==> src/design/afir_pkg.sv <==
package afir_pkg;

   localparam int MAX_FRAMES = 256;
   localparam int FRAME_AW   = $clog2(MAX_FRAMES);
   localparam int CNT_W      = FRAME_AW + 1;
   localparam int CENTI_W    = 16;
   localparam int DELAY_W    = 20;
   localparam int TOTAL_W    = 28;
   localparam int TIME_W     = 48;
   localparam int MOD_CNT_W  = $clog2(TIME_W);

   localparam logic [DELAY_W-1:0] DEFAULT_DELAY_MS = DELAY_W'(100);
   localparam logic [DELAY_W-1:0] MIN_DELAY_MS     = DELAY_W'(20);
   localparam logic [DELAY_W-1:0] MS_PER_CENTI     = DELAY_W'(10);

   localparam logic KIND_WRITE = 1'b0;
   localparam logic KIND_QUERY = 1'b1;

   localparam logic REG_LOOP   = 1'b0;
   localparam logic REG_FRAMES = 1'b1;

   typedef struct packed {
      logic wr_delay;
      logic latch_query;
      logic scan_sum;
      logic scan_walk;
      logic mod_start;
      logic hold_last;
      logic res_zero;
      logic load_out;
   } afir_cmd_type;

   typedef struct packed {
      logic multi;
      logic dirty;
      logic loop;
      logic t_ge_total;
      logic scan_done;
      logic mod_done;
   } afir_sts_type;

endpackage

==> src/design/afir_ctrl.sv <==
module afir_ctrl (
   input  logic                   clock,
   input  logic                   reset,
   input  logic                   req_valid,
   output logic                   req_ready,
   input  logic                   req_kind,
   input  logic                   rsp_ready,
   output logic                   rsp_valid,
   output afir_pkg::afir_cmd_type cmd,
   input  afir_pkg::afir_sts_type sts
);
   import afir_pkg::*;

   typedef enum logic [2:0] {
      ST_IDLE,
      ST_START,
      ST_SUM,
      ST_CHECK,
      ST_MOD,
      ST_WALK,
      ST_DONE
   } state_type;

   state_type state_ff, state_in;
   logic      rsp_valid_ff, rsp_valid_in;
   logic      accept;

   assign req_ready = (state_ff == ST_IDLE);
   assign accept    = req_valid & req_ready;
   assign rsp_valid = rsp_valid_ff;

   always_comb begin
      cmd      = '0;
      state_in = state_ff;
      unique case (state_ff)
         ST_IDLE: begin
            if (accept) begin
               if (req_kind == KIND_QUERY) begin
                  cmd.latch_query = 1'b1;
                  state_in        = ST_START;
               end else begin
                  cmd.wr_delay = 1'b1;
               end
            end
         end
         ST_START: begin
            if (!sts.multi) begin
               cmd.res_zero = 1'b1;
               state_in     = ST_DONE;
            end else if (sts.dirty) begin
               cmd.scan_sum = 1'b1;
               state_in     = ST_SUM;
            end else begin
               state_in = ST_CHECK;
            end
         end
         ST_SUM: begin
            if (sts.scan_done) state_in = ST_CHECK;
         end
         ST_CHECK: begin
            if (sts.loop) begin
               cmd.mod_start = 1'b1;
               state_in      = ST_MOD;
            end else if (sts.t_ge_total) begin
               cmd.hold_last = 1'b1;
               state_in      = ST_DONE;
            end else begin
               cmd.scan_walk = 1'b1;
               state_in      = ST_WALK;
            end
         end
         ST_MOD: begin
            if (sts.mod_done) begin
               cmd.scan_walk = 1'b1;
               state_in      = ST_WALK;
            end
         end
         ST_WALK: begin
            if (sts.scan_done) state_in = ST_DONE;
         end
         ST_DONE: begin
            // hold until the output register is free
            if (!rsp_valid_ff || rsp_ready) begin
               cmd.load_out = 1'b1;
               state_in     = ST_IDLE;
            end
         end
         default: state_in = ST_IDLE;
      endcase
   end

   assign rsp_valid_in = cmd.load_out | (rsp_valid_ff & ~rsp_ready);

   always_ff @(posedge clock) begin
      if (reset) begin
         state_ff     <= ST_IDLE;
         rsp_valid_ff <= 1'b0;
      end else begin
         state_ff     <= state_in;
         rsp_valid_ff <= rsp_valid_in;
      end
   end

endmodule

==> config.mk <==
export PLATFORM = sky130hd
export DESIGN_NAME = afir_ctrl
export DESIGN_NICKNAME = d
export VERILOG_FILES = /design/src/design/afir_pkg.sv /design/src/design/afir_ctrl.sv
export SDC_FILE = /design/constraint.sdc
export NUM_CORES = 1
export LEC_CHECK = 0
export BUFFER_PORTS_ARGS = -buffer_cell sky130_fd_sc_hd__buf_2
export CAP_MARGIN = 10
export CELL_PAD_IN_SITES_DETAIL_PLACEMENT = 2
export CELL_PAD_IN_SITES_GLOBAL_PLACEMENT = 2
export CORE_UTILIZATION = 19
export CTS_BUF_LIST = sky130_fd_sc_hd__clkbuf_8
export DETAILED_ROUTE_END_ITERATION = 16
export PLACE_DENSITY_LB_ADDON = 0.25
export SYNTH_ARGS = -nofsm -noshare
export SYNTH_HDL_FRONTEND = slang
export SYNTH_SLANG_ARGS = --single-unit
==> constraint.sdc <==
create_clock -name clock -period 1.3 [get_ports clock]
set_input_delay 0.065 -clock clock [delete_from_list [all_inputs] [get_ports clock]]
set_output_delay 0.065 -clock clock [all_outputs]
set_load 0.03 [all_outputs]
==> flow_results.xml <==
<?xml version="1.0" encoding="UTF-8"?>
<metrics>
  <group name="layout">
    <metric name="final_layout_size_suffix_gt1_share" unit="%">70.00</metric>
    <metric name="design_area" unit="sq um">763.2</metric>
    <metric name="n_antenna_cell" unit="">0</metric>
    <metric name="finish.net_count" unit="">93</metric>
    <metric name="area.growth.synth_to_final" unit="%">117.1</metric>
    <metric name="fill_cells" unit="">201</metric>
  </group>
  <group name="power">
    <metric name="pwr_density_cell" unit="nW/um^2">1959</metric>
    <metric name="ir_drop" unit="mV">0.8740</metric>
    <metric name="leakage" unit="nW">0.3286</metric>
  </group>
  <group name="die">
    <metric name="fp.dieH" unit="um">45.02</metric>
    <metric name="design.portCount" unit="">21</metric>
    <metric name="die_width" unit="um">45.02</metric>
    <metric name="initial_core_utilization" unit="%">20.36</metric>
    <metric name="placeableCoreArea" unit="sq um">1727</metric>
    <metric name="die_area" unit="sq um">2026</metric>
    <metric name="std_cell_rows" unit="">15</metric>
  </group>
  <group name="grt">
    <metric name="grt_antenna_before_repair" unit="">0</metric>
    <metric name="grt-busiest-layer" unit="">met2</metric>
    <metric name="met3_usage" unit="%">3.600</metric>
    <metric name="use_met1" unit="%">18.89</metric>
    <metric name="track_usage" unit="%">15.81</metric>
    <metric name="largest_net_degree_at_the_start_of_global_routing" unit="">9</metric>
    <metric name="gr_layer_usage_met2" unit="%">27.54</metric>
    <metric name="number_of_global_route_vias_before_repair" unit="">491</metric>
    <metric name="grt_pass1_wl" unit="um">2242</metric>
    <metric name="global_route.overflow_total" unit="">0</metric>
  </group>
  <group name="routing">
    <metric name="route.vias.total" unit="">505</metric>
    <metric name="drt_drc_violations_left" unit="">0</metric>
    <metric name="drt.antenna.violating_nets" unit="">0</metric>
    <metric name="pre_repair_dr_iteration_count" unit="">4</metric>
    <metric name="first_iter_violations" unit="">6</metric>
    <metric name="post_drt_wl_per_cell" unit="um">14.80</metric>
    <metric name="via_per_inst" unit="">4.810</metric>
    <metric name="postRouteWirelength" unit="um">1554</metric>
  </group>
  <group name="critical_path">
    <metric name="endpoint_kind" unit="">flip-flop</metric>
    <metric name="critical_path.max_fanout" unit="">3</metric>
    <metric name="rr_startpoint" unit="">state_ff[1]</metric>
    <metric name="cp_data_arrival_time" unit="ns">1.44</metric>
    <metric name="critPathKind" unit="">flip-flop to flip-flop</metric>
    <metric name="cp-start-kind" unit="">flip-flop</metric>
    <metric name="critical_path_required" unit="ns">1.39</metric>
    <metric name="worst_setup_path_startpoint" unit="">state_ff[1]</metric>
  </group>
  <group name="yosys">
    <metric name="synth_area_leaders" unit="">sky130_fd_sc_hd__dfxtp_1, sky130_fd_sc_hd__nand2b_1, sky130_fd_sc_hd__nor3_1</metric>
    <metric name="async_reset_ff_share" unit="%">0</metric>
    <metric name="synth-main-ff-cell" unit="">sky130_fd_sc_hd__dfxtp_1</metric>
    <metric name="postSynthCellCount" unit="">49</metric>
    <metric name="syn-cell-area" unit="sq um">351.6</metric>
    <metric name="synthesis.yosys.warnings" unit="">0</metric>
    <metric name="post_synthesis_net_count" unit="">60</metric>
    <metric name="number_of_enable_type_register_cells_in_the_synthesized_netlist" unit="">0</metric>
    <metric name="postSynthAreaPerCell" unit="sq um">7.175</metric>
    <metric name="yosysSeqAreaShare" unit="%">22.78</metric>
    <metric name="synth_common_cells" unit="">sky130_fd_sc_hd__nand2_1, sky130_fd_sc_hd__dfxtp_1, sky130_fd_sc_hd__nand2b_1, sky130_fd_sc_hd__nor3_1</metric>
    <metric name="ys_types" unit="">25</metric>
    <metric name="synth.top_cell.area_share" unit="%">22.78</metric>
    <metric name="yosys_register_bits" unit="">4</metric>
    <metric name="synth_largest_area_cell" unit="">sky130_fd_sc_hd__dfxtp_1</metric>
    <metric name="yosys.cell_count.top_type" unit="">sky130_fd_sc_hd__nand2_1</metric>
  </group>
  <group name="timing">
    <metric name="final.period_utilization" unit="%">103.6</metric>
    <metric name="max_slew.worst_pin.slew" unit="ns">0.3364</metric>
    <metric name="slew_violations" unit="">0</metric>
    <metric name="layout_min_cycle_time" unit="ns">1.346</metric>
    <metric name="final_critical_path_setup_slack" unit="ns">-0.04620</metric>
    <metric name="timing.clock.skew" unit="ns">0.005304</metric>
    <metric name="final-hold-violation-count" unit="">0</metric>
    <metric name="hold-worst-slack" unit="ns">0.09858</metric>
    <metric name="number_of_endpoints_failing_setup_at_the_final_stage" unit="">5</metric>
    <metric name="rsz0062_at_grt" unit="">true</metric>
    <metric name="slew-limit-headroom" unit="%">77.47</metric>
    <metric name="achievable-frequency" unit="MHz">742.8</metric>
  </group>
  <group name="clocking">
    <metric name="cts_buffer_depth" unit="">2</metric>
    <metric name="root_buffer" unit="">sky130_fd_sc_hd__clkbuf_8</metric>
    <metric name="worst_skew_pair.late_latency" unit="ns">0.22</metric>
    <metric name="hold_buffers" unit="">0</metric>
    <metric name="cts_tree" unit="">done</metric>
    <metric name="clkSinkCount" unit="">4</metric>
    <metric name="clock_transition_time_at_the_flip_flop_clock_pins_of_the_worst_setup_and_hold_paths" unit="ns">0.03</metric>
    <metric name="cts_max_level" unit="">1</metric>
    <metric name="cts_inserted_buffers" unit="">3</metric>
  </group>
  <group name="placed_design">
    <metric name="gpl.final_weighted_congestion" unit="">0.7362</metric>
    <metric name="placement.io_buffers" unit="">20</metric>
    <metric name="place.detailed.hpwl" unit="um">1073</metric>
    <metric name="placedInstanceArea" unit="sq um">578.1</metric>
  </group>
  <group name="hold_path">
    <metric name="min_from" unit="">reset</metric>
    <metric name="hold_path.class" unit="">input port to flip-flop</metric>
  </group>
  <group name="status">
    <metric name="outcome" unit="">finished with violations</metric>
    <metric name="failed_checks" unit="">negative setup slack</metric>
  </group>
  <group name="flow_run">
    <metric name="cap_violations" unit="">0</metric>
  </group>
</metrics>
## through the flow
step / cells / power [mW] / setup WS [ns] / setup TNS (ns) / utilization [%]
finish: 105 / 1.495 / -0.04620 / -0.1732 / 44.20
global route: 105 / 1.591 / -0.1065 / -0.5325 / 44.20
CTS: 104 / 1.385 / -0.01990 / -0.04448 / 40.07
detailed placement: 99 / 0.9932 / -0.05200 / -0.1513 / 33.48
global placement: 99 / 0.9743 / -0.001615 / -0.001615 / 33.48
floorplan: 49 / 0.7012 / -0.1272 / -0.2579 / -
## report_power, final
| part | internal (mW) | switching, mW |
|---|---|---|
| Clock | 0.197 | 0.0626 |
| Sequential | 0.175 | 0.0666 |
| Combinational | 0.472 | 0.521 |
| Total | 0.845 | 0.650 |
## cell usage in the layout, fill, tap and decap left out, types with 2 or more instances in the layout
| cell type | netlist | routed |
|---|---|---|
| sky130_fd_sc_hd__a311oi_2 | 1 | 2 |
| sky130_fd_sc_hd__nand2_1 | 5 | 5 |
| sky130_fd_sc_hd__buf_2 | 0 | 12 |
| sky130_fd_sc_hd__dfxtp_4 | 0 | 2 |
| sky130_fd_sc_hd__buf_4 | 0 | 11 |
| sky130_fd_sc_hd__or3_4 | 0 | 2 |
| sky130_fd_sc_hd__nor3_4 | 0 | 3 |
| sky130_fd_sc_hd__dfxtp_2 | 0 | 2 |
| sky130_fd_sc_hd__o21ai_0 | 3 | 2 |
| sky130_fd_sc_hd__clkbuf_8 | 0 | 3 |
| sky130_fd_sc_hd__inv_1 | 2 | 2 |
| sky130_fd_sc_hd__buf_6 | 0 | 8 |
| sky130_fd_sc_hd__a21oi_1 | 3 | 3 |
| sky130_fd_sc_hd__nand2b_1 | 4 | 3 |
## registers in the layout, summed over array words and instances (netlist names)
register and cells:
rsp_valid 1, state_ff 3
## cell type report
type                    count  area [sq um]  share of cell area, %
clock buffers               3         41.29                  5.410
inverters                   3         11.26                  1.475
multi-input cells          39         356.6                  46.72
flip-flops and latches      4         90.09                  11.80
well taps                  25         31.28                  4.098
repair buffers             31         232.7                  30.49
## routing by layer
layer,vias to the layer above,part of all wire [%]
met5,-,0
met4,0,1.1
met3,2,2.9
met2,11,53
met1,247,43
li1,245,-
## worst paths after layout
path,cells past startpoint,slack (ns),to
worst max-delay path,4,-0.05,state_ff[0]
worst min-delay path,2,0.1,state_ff[1]
worst max register to register,4,-0.05,state_ff[0]
worst min register to register,2,0.52,rsp_valid
## critical path, cell delays in order (launching register included)
cell and delay (ns):
sky130_fd_sc_hd__dfxtp_2 0.36, sky130_fd_sc_hd__inv_2 0.06, sky130_fd_sc_hd__or3_4 0.34, sky130_fd_sc_hd__o211a_4 0.27
sky130_fd_sc_hd__a41o_1 0.19
## timing repair
action	CTS	global route
endpoints found under the setup margin	11	11
resized for setup	18	17
buffers inserted	2	1
pin swaps	7	4
## logic make-up (layout without fill, tap and decap cells)
kind of cell,Yosys count,in the layout,synth area share [%]
compound gates,14,14,30.25
buf+inv,6,37,6.405
simple gates,25,25,40.57
flops,4,4,22.78
Note: power is estimated with default switching activity, not from simulation.
